===== config.mk =====
export PLATFORM = sky130hd
export DESIGN_NAME = pwm_duty_cycle_meter_top
export DESIGN_NICKNAME = d
export VERILOG_FILES = /design/src/rtl/core/pdcm_pkg.sv /design/src/rtl/core/pdcm_ctrl.sv /design/src/rtl/core/pdcm_dp.sv /design/src/rtl/core/pwm_duty_cycle_meter_top.sv
export SDC_FILE = /design/constraint.sdc
export NUM_CORES = 1
export LEC_CHECK = 0
export BUFFER_PORTS_ARGS = -buffer_cell sky130_fd_sc_hd__buf_2
export CAP_MARGIN = 5
export CORE_MARGIN = 2
export CORE_UTILIZATION = 45
export CTS_BUF_LIST = sky130_fd_sc_hd__clkbuf_4 sky130_fd_sc_hd__clkbuf_8
export CTS_CLUSTER_DIAMETER = 30
export DETAILED_ROUTE_END_ITERATION = 8
export HOLD_SLACK_MARGIN = 0.06
export PLACE_DENSITY = 0.63
export SKIP_LAST_GASP = 1
export SLEW_MARGIN = 20
export SYNTH_ARGS = -nofsm -noshare
export SYNTH_HDL_FRONTEND = slang
export SYNTH_SLANG_ARGS = --single-unit

===== constraint.sdc =====
create_clock -name clk -period 9 [get_ports clk]
set_clock_uncertainty 0.1 [all_clocks]
set_input_delay 0 -clock clk [delete_from_list [all_inputs] [get_ports clk]]
set_output_delay 0 -clock clk [all_outputs]
set_load 0.05 [all_outputs]

===== src/rtl/core/pdcm_pkg.sv =====
// shared constants and types for the pwm duty-cycle meter
package pdcm_pkg;

	localparam int IVL_W          = 16;
	localparam int SCALE_W        = 10;
	localparam int DUTY_W         = 17;
	localparam int PCT_W          = 7;
	localparam int S_TDATA_W      = 16;
	localparam int M_TDATA_W      = 24;
	localparam int RING_DEPTH_DEF = 8;

	localparam logic [SCALE_W-1:0] SCALE_RST = SCALE_W'(10);
	localparam logic [PCT_W-1:0]   PERCENT   = PCT_W'(100);

	// quotient bits produced by the divider
	localparam int QUO_W = DUTY_W;

	typedef enum logic [2:0] {
		ST_IDLE,
		ST_UPD,
		ST_MUL1,
		ST_MUL2,
		ST_DIV,
		ST_OUT
	} state_t;

	typedef struct packed {
		logic cap;
		logic upd;
		logic mul1;
		logic mul2;
		logic div_step;
		logic load;
	} cmd_t;

	typedef struct packed {
		logic div_last;
	} sts_t;

endpackage


===== src/rtl/core/pdcm_ctrl.sv =====
// sequencing state machine and output valid flag
module pdcm_ctrl
	import pdcm_pkg::*;
(
	input  logic clk,
	input  logic arst_n,
	input  logic s_tvalid,
	output logic s_tready,
	output logic m_tvalid,
	input  logic m_tready,
	input  sts_t sts,
	output cmd_t cmd
);

	state_t state_q, state_d;
	logic   out_vld_q;

	always_ff @(posedge clk or negedge arst_n) begin
		if (!arst_n) begin
			state_q <= ST_IDLE;
		end else begin
			state_q <= state_d;
		end
	end

	always_comb begin
		state_d = state_q;
		cmd     = '0;
		case (state_q)
			ST_IDLE: begin
				if (s_tvalid) begin
					cmd.cap = 1'b1;
					state_d = ST_UPD;
				end
			end
			ST_UPD: begin
				cmd.upd = 1'b1;
				state_d = ST_MUL1;
			end
			ST_MUL1: begin
				cmd.mul1 = 1'b1;
				state_d  = ST_MUL2;
			end
			ST_MUL2: begin
				cmd.mul2 = 1'b1;
				state_d  = ST_DIV;
			end
			ST_DIV: begin
				cmd.div_step = 1'b1;
				if (sts.div_last) begin
					state_d = ST_OUT;
				end
			end
			ST_OUT: begin
				if (!out_vld_q || m_tready) begin
					cmd.load = 1'b1;
					state_d  = ST_IDLE;
				end
			end
			default: begin
				state_d = ST_IDLE;
			end
		endcase
	end

	always_ff @(posedge clk or negedge arst_n) begin
		if (!arst_n) begin
			out_vld_q <= 1'b0;
		end else if (cmd.load) begin
			out_vld_q <= 1'b1;
		end else if (m_tready) begin
			out_vld_q <= 1'b0;
		end
	end

	assign s_tready = (state_q == ST_IDLE);
	assign m_tvalid = out_vld_q;

endmodule


===== src/rtl/core/pdcm_dp.sv =====
// rings, running totals, multiplier, restoring divider and output register
module pdcm_dp
	import pdcm_pkg::*;
#(
	parameter int RING_DEPTH = RING_DEPTH_DEF
) (
	input  logic                 clk,
	input  logic                 arst_n,
	input  cmd_t                 cmd,
	output sts_t                 sts,
	input  logic                 pin_high,
	input  logic [IVL_W-1:0]     interval,
	input  logic                 cfg_we,
	input  logic [SCALE_W-1:0]   cfg_scale,
	output logic [DUTY_W-1:0]    duty,
	output logic                 no_period
);

	localparam int SLOT_W = (RING_DEPTH > 1) ? $clog2(RING_DEPTH) : 1;
	localparam int TOT_W  = IVL_W + $clog2(RING_DEPTH);
	localparam int PER_W  = TOT_W + 1;
	localparam int PRD_W  = TOT_W + SCALE_W;
	localparam int NUM_W  = PRD_W + PCT_W;
	localparam int CNT_W  = $clog2(QUO_W);

	localparam logic [SLOT_W-1:0] SLOT_LAST = SLOT_W'(RING_DEPTH - 1);
	localparam logic [CNT_W-1:0]  CNT_LAST  = CNT_W'(QUO_W - 1);

	logic [IVL_W-1:0]      low_mem  [RING_DEPTH];
	logic [IVL_W-1:0]      high_mem [RING_DEPTH];
	logic                  low_wrap_q, high_wrap_q;
	logic [SLOT_W-1:0]     low_slot_q, high_slot_q;
	logic [TOT_W-1:0]      low_total_q, high_total_q;
	logic [IVL_W-1:0]      low_rd_q, high_rd_q;
	logic                  low_rd_vld_q, high_rd_vld_q;
	logic                  pin_q;
	logic [IVL_W-1:0]      ivl_q;
	logic [SCALE_W-1:0]    scale_q;
	logic [PRD_W-1:0]      prod_q;
	logic [PER_W-1:0]      per_q;
	logic [PER_W-1:0]      rem_q;
	logic [QUO_W-1:0]      nlo_q;
	logic [QUO_W-1:0]      quo_q;
	logic [CNT_W-1:0]      cnt_q;
	logic [DUTY_W-1:0]     duty_q;
	logic                  nop_q;

	logic [IVL_W-1:0]      low_old, high_old;
	logic [NUM_W-1:0]      num;
	logic [PER_W:0]        rem_n;
	logic [PER_W:0]        rem_sub;
	logic                  q_bit;

	// ring storage, read at the capture beat, written during the update step
	always_ff @(posedge clk) begin
		if (cmd.cap) begin
			low_rd_q  <= low_mem[low_slot_q];
			high_rd_q <= high_mem[high_slot_q];
		end
		if (cmd.upd && pin_q) begin
			low_mem[low_slot_q] <= ivl_q;
		end
		if (cmd.upd && !pin_q) begin
			high_mem[high_slot_q] <= ivl_q;
		end
	end

	assign low_old  = low_rd_vld_q  ? low_rd_q  : '0;
	assign high_old = high_rd_vld_q ? high_rd_q : '0;

	// slots fill in order, so every entry holds data once a ring has wrapped
	always_ff @(posedge clk or negedge arst_n) begin
		if (!arst_n) begin
			low_wrap_q    <= 1'b0;
			high_wrap_q   <= 1'b0;
			low_slot_q    <= '0;
			high_slot_q   <= '0;
			low_total_q   <= '0;
			high_total_q  <= '0;
			low_rd_vld_q  <= 1'b0;
			high_rd_vld_q <= 1'b0;
			scale_q       <= SCALE_RST;
		end else begin
			if (cfg_we) begin
				scale_q <= cfg_scale;
			end
			if (cmd.cap) begin
				low_rd_vld_q  <= low_wrap_q;
				high_rd_vld_q <= high_wrap_q;
			end
			if (cmd.upd) begin
				if (pin_q) begin
					if (low_slot_q == SLOT_LAST) begin
						low_wrap_q <= 1'b1;
					end
					low_total_q <= low_total_q - TOT_W'(low_old) + TOT_W'(ivl_q);
					low_slot_q  <= (low_slot_q == SLOT_LAST) ? '0 : low_slot_q + 1'b1;
				end else begin
					if (high_slot_q == SLOT_LAST) begin
						high_wrap_q <= 1'b1;
					end
					high_total_q <= high_total_q - TOT_W'(high_old) + TOT_W'(ivl_q);
					high_slot_q  <= (high_slot_q == SLOT_LAST) ? '0 : high_slot_q + 1'b1;
				end
			end
		end
	end

	// numerator high_total * scale * 100 over two multiply steps
	assign num = NUM_W'(prod_q) * NUM_W'(PERCENT);

	// one restoring division step per cycle, quotient known to fit QUO_W bits
	assign rem_n   = {rem_q, nlo_q[QUO_W-1]};
	assign rem_sub = rem_n - {1'b0, per_q};
	assign q_bit   = (rem_n >= {1'b0, per_q});

	always_ff @(posedge clk) begin
		if (cmd.cap) begin
			pin_q <= pin_high;
			ivl_q <= interval;
		end
		if (cmd.mul1) begin
			prod_q <= PRD_W'(high_total_q) * PRD_W'(scale_q);
			per_q  <= PER_W'(low_total_q) + PER_W'(high_total_q);
		end
		if (cmd.mul2) begin
			rem_q <= PER_W'(num[NUM_W-1:QUO_W]);
			nlo_q <= num[QUO_W-1:0];
			cnt_q <= CNT_LAST;
		end
		if (cmd.div_step) begin
			rem_q <= q_bit ? rem_sub[PER_W-1:0] : rem_n[PER_W-1:0];
			nlo_q <= {nlo_q[QUO_W-2:0], 1'b0};
			quo_q <= {quo_q[QUO_W-2:0], q_bit};
			cnt_q <= cnt_q - 1'b1;
		end
		if (cmd.load) begin
			nop_q  <= (per_q == '0);
			duty_q <= (per_q == '0) ? '0 : quo_q;
		end
	end

	assign sts.div_last = (cnt_q == '0);
	assign duty         = duty_q;
	assign no_period    = nop_q;

endmodule


===== src/rtl/core/pwm_duty_cycle_meter_top.sv =====
// Duty-cycle meter top level. Each input beat is one captured pwm edge: tuser carries the
// pin level after the edge (1 rising, interval was low time; 0 falling, interval was high
// time) and tdata the 16-bit timer count since the previous edge. The interval enters an
// eight-deep (RING_DEPTH) ring for its phase, replacing the oldest entry, and one result
// beat follows per edge: duty = high_sum * 100 * scale / (high_sum + low_sum), truncated,
// with tuser set and duty 0 when both sums are zero. An edge passes the update step, two
// multiply steps and the bit-serial divider before its result can be loaded into the output
// register; a new edge is accepted in the cycle after the result is loaded, even while that
// result still waits to be taken. scale resets to 10 and is written on the cfg channel.
module pwm_duty_cycle_meter_top
	import pdcm_pkg::*;
#(
	parameter int RING_DEPTH = RING_DEPTH_DEF
) (
	input  logic                 clk,
	input  logic                 arst_n,
	input  logic                 s_tvalid,
	output logic                 s_tready,
	input  logic [S_TDATA_W-1:0] s_tdata,   // interval[15:0]
	input  logic                 s_tuser,   // pin_high
	output logic                 m_tvalid,
	input  logic                 m_tready,
	output logic [M_TDATA_W-1:0] m_tdata,   // duty[16:0], zero fill above
	output logic                 m_tuser,   // no_period
	input  logic                 cfg_valid,
	output logic                 cfg_ready,
	input  logic [SCALE_W-1:0]   cfg_data   // scale
);

	cmd_t              cmd;
	sts_t              sts;
	logic [DUTY_W-1:0] duty;

	assign cfg_ready = 1'b1;

	pdcm_ctrl u_ctrl (
		.clk      (clk),
		.arst_n   (arst_n),
		.s_tvalid (s_tvalid),
		.s_tready (s_tready),
		.m_tvalid (m_tvalid),
		.m_tready (m_tready),
		.sts      (sts),
		.cmd      (cmd)
	);

	pdcm_dp #(
		.RING_DEPTH (RING_DEPTH)
	) u_dp (
		.clk       (clk),
		.arst_n    (arst_n),
		.cmd       (cmd),
		.sts       (sts),
		.pin_high  (s_tuser),
		.interval  (s_tdata[IVL_W-1:0]),
		.cfg_we    (cfg_valid & cfg_ready),
		.cfg_scale (cfg_data),
		.duty      (duty),
		.no_period (m_tuser)
	);

	assign m_tdata = M_TDATA_W'(duty);

endmodule


# == Word level (Yosys, flattened, before mapping) ==
# Memory sizes are Yosys's and may differ from the RTL's. A register that Yosys moved wholly into a read port is not among the register bits.
# Index checks and enable logic that the tools add are counted.
# word_totals
ramBits,256
regBits,203
memories,2
out_inout_bits,28
# op_classes
n_mux,29
n_reduce_logical,15
bitwise,1
addsub,9
order_cmp,1
multipliers,2
n_eq_ne,10
# memory_table
memory,depth,word_bits,rd,rd_ports_with_merged_regs,wr,line,rtl
u_dp.high_mem,8,16,1,1,1,pdcm_dp.sv:30,logic [IVL_W-1:0] high_mem [RING_DEPTH];
u_dp.low_mem,8,16,1,1,1,pdcm_dp.sv:29,logic [IVL_W-1:0] low_mem [RING_DEPTH];
# ops
cell,n
20-bit 2-to-1 mux,3
19-bit by 16-bit adder with 19-bit output,2
19-bit by 16-bit subtractor with 19-bit output,2
"29-bit by 5-bit multiplier with 34-bit output, second input constant",1
17-bit 2-to-1 mux,2
16-bit 2-to-1 mux,2
19-bit by 10-bit multiplier with 29-bit output,1
21-bit by 20-bit greater-or-equal comparator with 1-bit output,1
19-bit by 19-bit adder with 20-bit output,1
20-bit logical NOT,1
20-bit subtractor,1
3-bit case mux with 6 select lines,1
3-bit 2-to-1 mux,5
1-bit 2-to-1 mux,14
"3-bit equality test, second input constant",4
5-bit 2-to-1 mux,2
3-bit AND reduction,3
"3-bit by 1-bit adder with 3-bit output, second input constant",2
"3-bit by 2-bit equality test with 1-bit output, second input constant",2
5-bit logical NOT,1
"5-bit by 1-bit subtractor with 5-bit output, second input constant",1
"2-bit != test, second input constant",2
2-bit AND reduction,2
2-bit nonzero test,2
7 further kinds,9

# == Longest topological paths before layout ==
# Gate-level depths: netlist of run 1.
# depth
ltp_word,5
ltp_mapped,22
depth_no_buf,21

# == Hierarchy ==
# A second synthesis of run 1 with hierarchy kept.
# hier_totals
hier_cells,2773
hier_area_um2,31412.6
# modules_own_cells
module,cells_per_inst,seq_area_each_um2,area_each_um2,instances
pdcm_dp,2739,14336.2,31118.6,1
pdcm_ctrl,24,100.1,226.5,1
pwm_duty_cycle_meter_top,10,0.0,67.6,1

# == Least setup slack after synthesis of run 1 ==
# OpenSTA, ideal clock, no wires.
# synth_path
path_type,reg2reg
startpoint,reg u_dp.scale_q[3]
endpoint,"reg u_dp.prod_q[28], data pin"
t_arrival_ns,5.403
setup_ns,0.260
path_buffers,1
stages_incl_launch_ff,23
slack_ns,3.237
path_cell_list,dfstp_2 > clkbuf_1 > nand2_1 > fa_1 > inv_1 > fa_1 > inv_1 > fa_1 > inv_1 > fa_1 > inv_1 > fa_1 > inv_1 > ha_1 > nor2_1 > nor2_1 > a31oi_1 > o21ai_1 > a41oi_2 > o31ai_2 > a221o_1 > a21oi_2 > xnor2_1
# synth_between
elab_chain_cells,1
# synth_rtl
item,line,rtl
start: declaration,pdcm_dp.sv:38,logic [SCALE_W-1:0] scale_q;
start signal: assignment,pdcm_dp.sv:85,scale_q <= cfg_scale;
19-bit by 10-bit multiplier with 29-bit output,pdcm_dp.sv:123,prod_q <= PRD_W'(high_total_q) * PRD_W'(scale_q);
end signal: assignment,pdcm_dp.sv:123,
end: declaration,pdcm_dp.sv:39,logic [PRD_W-1:0] prod_q;
# No other way between the ends.
# A chain may end at the register's enable or synchronous reset.

# == Worst setup path after layout of run 1 ==
# layout_path
startpoint,reg u_dp.scale_q[2]
endpoint,"reg u_dp.prod_q[28], data pin"
# The elaborated chain is that of the path after synthesis.

==> impl_results.md, run 1 <==
- Pin count of the biggest net entering global routing: 69
- Gr ovfl total: 0
- Slew HR: 30.89%
- Dpl hpwl: 50630 um
- Yosys top cell area share: 41.34%
- Fin. Hold Viols: 0
- WP data required: 9320 ps
- Iteration count of the initial detailed-routing pass: 5
- Core area: 68590 um2
- Critical path cell sequence: nand2_1 > fa_1 > inv_1 > fa_1 > inv_1 > fa_1 > inv_1 > fa_1 > inv_1 > fa_1 > inv_1 > ha_1 > nor3_1 > o21ai_1 > a31oi_1 > o21ai_1 > a41oi_2 > o31ai_2 > a221o_1 > a21oi_2 > xnor2_1
- Vias in the first global route: 21590
- H-tree depth: 3
- Area growth syn-to-layout: 14.00%
- Ys flop type: edfxtp_1
- Post_cts resized: 0
- Clk_lat worst skew: 740 ps
- GRT Resource Usage Total: 20.83%
- Startpoint Class: register
- First-pass GRT wire length: 116400 um
- Commonest cells post-synth: 429 x edfxtp_1, 404 x inv_1, 237 x ha_1
- Routed Antenna Nets: 0
- Mapped Area: 31160 um2
- Crit-path max FO: 20
- Final setup violation count: 0
- Netlist cell types: 74
- Worst slew pin tran: 1037 ps
- YS warnings: 0
- Root buffer cell: clkbuf_8
- Syn Area/Cell: 11.39 um2
- Crit Path Category: reg2reg
- Status: completed
- Buffers on Ports: 51
- Slowest CP cell: dfrtp_1
- DRT iter0 DRCs: 1413
- Async SR Flop Fraction: 12.63%
- WP buf/inv: 5
- Fmax: 162.0 MHz
- Final RePlAce weighted congestion: 0.8731
- Final worst-path cycle share: 68.60%
- Top cells by area, synth: edfxtp_1 41%, fa_1 12%, ha_1 9.5%
- Slew Limit Fails: 0
- Die X-Extent: 267.2 um
- Seq/Total Area, Yosys: 46.33%
- EDFF count, synth: 429
- CTS Sinks: 491
- Cells after Synth: 2736
- Clock-pin slew on the worst setup and hold paths: 50 ps
- Initial Util: 45.44%
- CP Capture Type: register
- Most frequent cell after synthesis: edfxtp_1
- Drt wl/cell: 18.56 um
- Die Ht: 267.2 um
- RSZ-0062 raised after global routing: false
- Nets: 3341
- Final wirelength: 72450 um
- Max Root-Sink Buffers: 3
- Min-Delay Path Class: in2async
- Sum Neg Setup Slack: 0 ps
- Max stage delay on crit path: 780 ps
- Max Cap Violations: 0
- Vias per std cell: 5.259
- Area of the die: 71370 um2
- CTS tree: yes
- Row cnt: 96
- Share of layout cells above drive strength 1: 10.33%
- Synth area leader: edfxtp_1
- Top-Level Pins: 60
- Arr. time, crit path: 6490 ps
- Drc violations: 0
- Minimum clock period: 6174 ps
- Via count: 20530
- Synthesized flop and latch total: 491
- Initial antenna violation count: 1
- CTS Buf Count: 107
- Worst path top cell family by delay: adder cells
## placed cells by master, fill, tap and decap left out, drive strengths merged, types with 93 or more instances in the layout
master	instances
a22oi	129
and2	145
inv	409
ha	237
clkbuf	127
edfxtp	429
nand2	229
fa	192
a21oi	93
o21ai	119
## through the flow
step	cells	hold WS, ps	util [%]	setup WS [ps]	instance area, um2
2_1_floorplan	2742	-395.6	-	3237	31180
3_3_place_gp	3632	58.52	47.21	2881	32380
3_5_place_dp	3632	65.85	47.21	2840	32380
4_1_cts	3902	207.0	51.79	2814	35520
5_1_grt	3904	237.5	51.80	2455	35530
6_report	3904	289.6	51.80	2826	35530
## flip-flops by register name (all words and copies together) (netlist names), 3 cells and up
| signal | cells |
|---|---|
| u_ctrl.state_q | 3 |
| u_dp.cnt_q | 5 |
| u_dp.duty | 17 |
| u_dp.high_mem | 128 |
| u_dp.high_rd_q | 16 |
| u_dp.high_slot_q | 3 |
| u_dp.high_total_q | 19 |
| u_dp.ivl_q | 16 |
| u_dp.low_mem | 128 |
| u_dp.low_rd_q | 16 |
| u_dp.low_slot_q | 3 |
| u_dp.low_total_q | 19 |
| u_dp.nlo_q | 15 |
| u_dp.per_q | 20 |
| u_dp.prod_q | 29 |
| u_dp.quo_q | 17 |
| u_dp.rem_q | 20 |
| u_dp.scale_q | 10 |
## routing by layer
layer / part of all wire (%) / up-vias / track usage [%]
met5: 0 / - / 0
met3: 4.7 / 137 / 3.236
met2: 48 / 518 / 35.42
met1: 44 / 10090 / 27.16
li1: - / 9784 / -
met4: 2.6 / 0 / 7.106
## tightest hold or removal path, stage by stage
cell and delay, ps:
dlygate4sd3_1 520, dlygate4sd3_1 540, buf_4 170
## path summary, 6_finish.rpt
kind / start / slack (ps) / to / cells after the start
min in group clk: cfg_valid / 290 / u_dp.scale_q[4] / 3
min reg2reg: u_dp.quo_q[6] / 320 / u_dp.quo_q[7] / 0
max in group asynchronous: arst_n / 8130 / u_dp.high_total_q[1] / 4
max reg2reg: u_dp.scale_q[2] / 2830 / u_dp.prod_q[28] / 21
max: u_dp.scale_q[2] / 2830 / u_dp.prod_q[28] / 21
min: arst_n / 290 / u_dp.scale_q[3] / 3
## repair_timing
item,in CTS,in global routing
buffers inserted,0,0
hold buffers,70,0
endpoints found under the hold margin,143,0
## cell families (layout without fill, tap and decap cells)
kind of cell | count (synthesis) | after routing | share of synthesized area (%)
simple gates | 650 | 650 | 10.44
fa+ha+maj | 429 | 429 | 21.85
mux | 21 | 21 | 0.7468
xor+xnor | 111 | 111 | 3.120
flops | 491 | 491 | 46.33
other cells | 2 | 10 | 0.02410
compound gates | 520 | 520 | 11.20
buf+inv | 512 | 741 | 6.296
## cell type report
| class | count | area, um2 |
|---|---|---|
| diodes | 2 | 5.005 |
| clock buffers | 127 | 1635 |
| clock inverters | 73 | 789.5 |
| fillers | 6009 | 33060 |
| inverters | 405 | 1520 |
| multi-input cells | 1739 | 14890 |
| flip-flops and latches | 491 | 14440 |
| well taps | 931 | 1165 |
| repair buffers | 136 | 1089 |
Power of run 1 is not shown: default switching activity piles up to over one toggle a cycle in this logic, so the estimate is an artifact.
==> run 2: changes to the inputs <==
Clock period 9 ns to 6.5 ns, I/O delays scaled along.
==> run 2 against run 1 <==
Effect of this change:
- routed wire length grew 0.36%
- first-iteration DRC count grew 4.9%
- global-route usage is essentially flat
- setup slack lost 2400 ps
- maximum frequency grew 1.3%
- utilization grew 0.28 points
- sequential share of layout area shrank 0.22 points
- final area grew 0.55%
- highest routed layer unchanged
==> impl_results.md, run 2 (synthesis results as in run 1) <==
- Reg2Reg Capture Point: u_dp.prod_q[27]
- CTS Buf Count: 106 (-0.93%)
- Root buffer cell: clkbuf_8
- Vias per std cell: 5.246 (-0.24%)
- Slew Limit Fails: 0 (unchanged)
- Hold EP: u_dp.scale_q[9]
- Vias in the first global route: 21430 (-0.75%)
- Crit path from: u_dp.scale_q[1]
- Crit Path Category: reg2reg
- Drt wl/cell: 18.57 um (about the same)
- Top Registers: u_dp.high_mem: 128 flops, u_dp.low_mem: 128 flops, u_dp.prod_q: 29 flops
- R2r startpoint: u_dp.scale_q[1]
- Worst slew pin tran: 1103 ps (+66.37 ps)
- CP Capture Type: register
- Die Ht: 267.2 um (unchanged)
- Share of layout cells above drive strength 1: 10.59% (+0.26 points)
- CTS tree: yes
- H-tree depth: 3 (unchanged)
- Initial Util: 45.44% (unchanged)
- Post_cts resized: 0 (unchanged)
- Via count: 20540 (+0.068%)
- Startpoint Class: register
- Status: completed
- R2R setup slack: 410 ps (-2420 ps)
- DRT iter0 DRCs: 1482 (+4.9%)
- Drc violations: 0 (unchanged)
- RSZ-0062 raised after global routing: false
- First-pass GRT wire length: 116300 um (about the same)
- Nets: 3355 (+0.42%)
- Most common cell after layout, fill and taps aside: edfxtp_1
- Area of the die: 71370 um2 (unchanged)
- Crit-path max FO: 20 (unchanged)
- GRT Resource Usage Total: 20.78% (-0.047 points)
- Min-Delay Path Class: in2reg
- Final wirelength: 72710 um (+0.36%)
- Depth of the worst hold-timing path: 3
- Clock-pin slew on the worst setup and hold paths: 50 ps (about the same)
- HP Start: cfg_valid
- Gr ovfl total: 0 (unchanged)
- Sum Neg Setup Slack: 0 ps (unchanged)
- Fmax: 164.1 MHz (+1.3%)
- Final setup violation count: 0 (unchanged)
- WP data required: 6860 ps (-2460 ps)
- Clk_lat worst skew: 740 ps (about the same)
- Final worst-path cycle share: 93.73% (+25 points)
- Fin. Hold Viols: 0 (unchanged)
- Area growth syn-to-layout: 14.63%
- Routed Antenna Nets: 0 (unchanged)
- Most frequent cells in the layout: 429 x edfxtp_1, 404 x inv_1, 237 x ha_1, 229 x nand2_1, 192 x fa_1
- Max Cap Violations: 0 (unchanged)
- Setup bufs post-CTS: 0 (unchanged)
- Arr. time, crit path: 6450 ps (-40 ps)
- Pin count of the biggest net entering global routing: 69 (unchanged)
- Top-Level Pins: 60 (unchanged)
- Max Root-Sink Buffers: 3 (unchanged)
- Core area: 68590 um2 (unchanged)
- Buffers on Ports: 51 (unchanged)
- Minimum clock period: 6093 ps (-81.06 ps)
- Initial antenna violation count: 1 (unchanged)
- Row cnt: 96 (unchanged)
- Final RePlAce weighted congestion: 0.8887 (+1.8%)
- Slew HR: 26.46% (-4.4 points)
- Worst r2r path cells: 19 (-9.5%)
- CTS Sinks: 491 (unchanged)
- Dpl hpwl: 50950 um (+0.62%)
- Die X-Extent: 267.2 um (unchanged)
- Iteration count of the initial detailed-routing pass: 5 (unchanged)
==> run 2: repair_timing <==
action,in CTS,in global routing
hold endpoints to repair,151,0
hold buffers,72,0
setup endpoints to repair,0,0
==> run 2: final cells by class <==
type | count | area (um2)
well taps | 931 | 1165
repair buffers | 151 | 1206
fillers | 5971 | 32870
inverters | 405 | 1520
diodes | 1 | 2.502
flip-flops and latches | 491 | 14440
multi-input cells | 1739 | 14890
clock buffers | 123 | 1587
clock inverters | 75 | 910.9
==> run 2: how the worst max path moves through the flow <==
stage | to | slack [ps] | cells past startpoint
5_1_grt | u_dp.prod_q[27] | 60 | 19
6_report | u_dp.prod_q[27] | 410 | 19
4_1_cts | u_dp.prod_q[28] | 390 | 21
3_5_place_dp | u_dp.prod_q[27] | 380 | 19
2_1_floorplan | u_dp.prod_q[28] | 740 | 22
3_3_place_gp | u_dp.prod_q[28] | 460 | 21
==> run 2: stage by stage <==
step | setup slack [ps] | utilization, % | cell area [um2] | hold slack (ps) | instances
global route | 55.91 | 52.08 | 35720 | 237.9 | 3916
global placement | 461.5 | 47.36 | 32480 | 51.57 | 3645
CTS | 386.1 | 52.08 | 35720 | 210.3 | 3915
detailed placement | 375.2 | 47.36 | 32480 | 70.79 | 3645
floorplan | 737.3 | - | 31180 | -395.6 | 2742
finish | 407.5 | 52.08 | 35720 | 269.5 | 3916
==> run 2: routing by layer <==
layer / GRT usage (%) / wire length, um / vias to the layer above
met5: 0 / 0 / -
met1: 27.26 / 31830 / 10080
met2: 35.37 / 35410 / 534
met4: 6.635 / 2035 / 0
met3: 3.227 / 3425 / 135
li1: - / - / 9799
==> run 2: critical path: stages (launching register included) <==
cell and delay (ps):
dfstp_2 760, nand2_1 130, fa_1 500, inv_1 50, fa_1 500, inv_1 50, fa_1 470, inv_1 50
fa_1 530, inv_1 60, fa_1 540, inv_1 50, ha_1 340, a2111oi_0 470, o21ai_0 200, nand4_1 160
a31oi_1 210, a22o_1 280, a221oi_1 320, xnor2_1 100
Power of run 2 is left out for the same reason.
==> run 3: changes to the inputs <==
Settings changed: BUFFER_PORTS_ARGS -buffer_cell sky130_fd_sc_hd__buf_2 to default, DONT_BUFFER_PORTS from default to 1, SETUP_SLACK_MARGIN from default to 0.5.
==> run 3 against run 2 <==
Effect of this change:
- maximum frequency rose by 4.3%
- routed wire length up 3.3%
- sequential share of layout area is 0.090 points higher
- final cell count shrank 1.1%
- clock-buffer cell count grew 3
- register-to-register slack improved by 250 ps
- non-clock buffer count down 39
- die area did not move
- worst hold slack better by 17 ps
- critical endpoint is now u_dp.prod_q[25]
==> impl_results.md, run 3 (synthesis results as in run 1) <==
- Status: completed
- Share of layout cells above drive strength 1: 10.28% (-0.31 points)
- Nets: 3315 (-1.2%)
- CP Capture Type: register
- Slew HR: 24.17% (-2.3 points)
- Register area: 14440 um2 (about the same)
- Setup WS pre-CTS: 516.5 ps (+141.3 ps)
- Final wirelength: 75120 um (+3.3%)
- DRT iter0 DRCs: 1630 (+10%)
- Row cnt: 96 (unchanged)
- Root buffer cell: clkbuf_8
- Startpoint Class: register
- First-pass GRT wire length: 119100 um (+2.4%)
- Top-Level Pins: 60 (unchanged)
- Min-Delay Path Class: in2reg
- Top Registers: u_dp.high_mem: 128 flops, u_dp.low_mem: 128 flops, u_dp.prod_q: 29 flops
- Depth of the worst hold-timing path: 2 (-1)
- Drt wl/cell: 19.40 um (+4.5%)
- Iteration count of the initial detailed-routing pass: 6 (+1)
- Drc violations: 0 (unchanged)
- HP Start: s_tvalid
- Clock-pin slew on the worst setup and hold paths: 60 ps (about the same)
- Dpl hpwl: 52440 um (+2.9%)
- Fin. Hold Viols: 0 (unchanged)
- Area growth syn-to-layout: 14.42%
- Final setup violation count: 0 (unchanged)
- Gr ovfl total: 0 (unchanged)
- CTS tree: yes
- H-tree depth: 3 (unchanged)
- R2R setup slack: 660 ps (+250 ps)
- Vias in the first global route: 21630 (+0.93%)
- Slew Limit Fails: 0 (unchanged)
- Setup crit end: u_dp.prod_q[25]
- Crit path from: u_dp.scale_q[1]
- Minimum clock period: 5840 ps (-252.6 ps)
- Multi-input logic area: 14950 um2 (+0.37%)
- Die Ht: 267.2 um (unchanged)
- Final RePlAce weighted congestion: 0.8789 (-1.1%)
- Reg2Reg Capture Point: u_dp.prod_q[25]
- Vias per std cell: 5.327 (+1.5%)
- WP data required: 6850 ps (about the same)
- CTS Buf Count: 105 (-0.94%)
- Die X-Extent: 267.2 um (unchanged)
- R2r startpoint: u_dp.scale_q[1]
- Hold slack: 286.5 ps (+17.05 ps)
- Area of the die: 71370 um2 (unchanged)
- Initial Util: 45.44% (unchanged)
- Worst slew pin tran: 1134 ps (+30.67 ps)
- Fmax: 171.2 MHz (+4.3%)
- Arr. time, crit path: 6190 ps (-260 ps)
- Final worst-path cycle share: 89.85% (-3.9 points)
- Placed Instance Area: 32330 um2 (-0.46%)
- Setup WS post-layout: 660.0 ps (+252.6 ps)
- Buffers on Ports: 0 (-100%)
- Post-route cell area: 35660 um2 (-0.18%)
- Crit-path max FO: 5 (-75%)
- Clk_lat worst skew: 750 ps (about the same)
- Sum Neg Setup Slack: 0 ps (unchanged)
- Max Cap Violations: 0 (unchanged)
- Worst r2r path cells: 20 (+1)
- Most common cell after layout, fill and taps aside: edfxtp_1
- Most frequent cells in the layout: 429 x edfxtp_1, 404 x inv_1, 235 x ha_1, 229 x nand2_1, 192 x fa_1
- GRT Resource Usage Total: 21.51% (+0.72 points)
- Crit Path Category: reg2reg
- Core area: 68590 um2 (unchanged)
- Via count: 20630 (+0.40%)
- Routed Antenna Nets: 0 (unchanged)
- Initial antenna violation count: 2 (+1)
- Fill cell total of the finished layout: 5960 (-0.18%)
- Pin count of the biggest net entering global routing: 69 (unchanged)
- CTS Sinks: 491 (unchanged)
- Max Root-Sink Buffers: 3 (unchanged)
- RSZ-0062 raised after global routing: false
==> run 3: cell types whose count changed in the layout (fill, tap and decap cells not counted), sizes merged <==
cell and delta:
buf -31, bufinv +2, clkbuf +4, clkinv -10
clkinvlp -3, diode +1, dlygate4sd3 -9, inv +2
==> run 3: critical path, cell delays in order (launching register included) <==
cell,delay [ps]
dfstp_2,570
buf_12,120
nand2_1,70
fa_1,540
inv_1,50
fa_1,500
fa_1,530
fa_1,540
inv_1,50
fa_1,530
inv_1,40
ha_1,380
a21o_1,160
a21oi_1,80
o21ai_0,300
a21oi_2,120
a31oi_2,350
a22o_1,260
o21a_1,130
nor2_1,40
xnor2_1,120
==> run 3: worst min path at each step <==
stage / endpoint / slack (ps)
final: u_dp.low_rd_q[0] / 290
after global routing: u_dp.ivl_q[7] / 290
after CTS: u_dp.ivl_q[10] / 250
after detailed placement: u_dp.scale_q[9] / -390
after global placement: u_dp.high_total_q[9] / -390
after floorplan: u_ctrl.m_tvalid / -400
==> run 3: layer usage <==
metal  up-vias  part of all wire, %  global-route usage, %
li1       9707                    -                      -
met3       127                  5.2                  3.577
met4         0                  2.7                  7.394
met5         -                    0                      0
met2       581                   49                  36.55
met1     10210                   43                  27.88
==> run 3: area by class of cell <==
class                           instances  share of cell area [%]
Inverter                              405                   4.263
Antenna cell                            2                 0.01404
Timing Repair Buffer                  112                   2.962
Clock buffer                          126                   4.548
Sequential cell                       491                   40.50
Tap cell                              931                   3.267
Multi-Input combinational cell       1739                   41.92
Clock inverter                         66                   2.519
==> run 3: per-stage QoR <==
stage                     util (%)  std cells
after detailed placement     47.14       3610
after global placement       47.14       3610
after CTS                    51.80       3866
after floorplan                  -       2742
after global routing         51.99       3872
final                        51.99       3872
==> run 3: repair_timing <==
item / in CTS / in global routing
buffers inserted: 0 / 4
hold endpoints to repair: 141 / 0
hold buffers: 64 / 0
gates resized for setup: 0 / 22
setup endpoints to repair: 0 / 10
Power of run 3 is left out for the same reason.
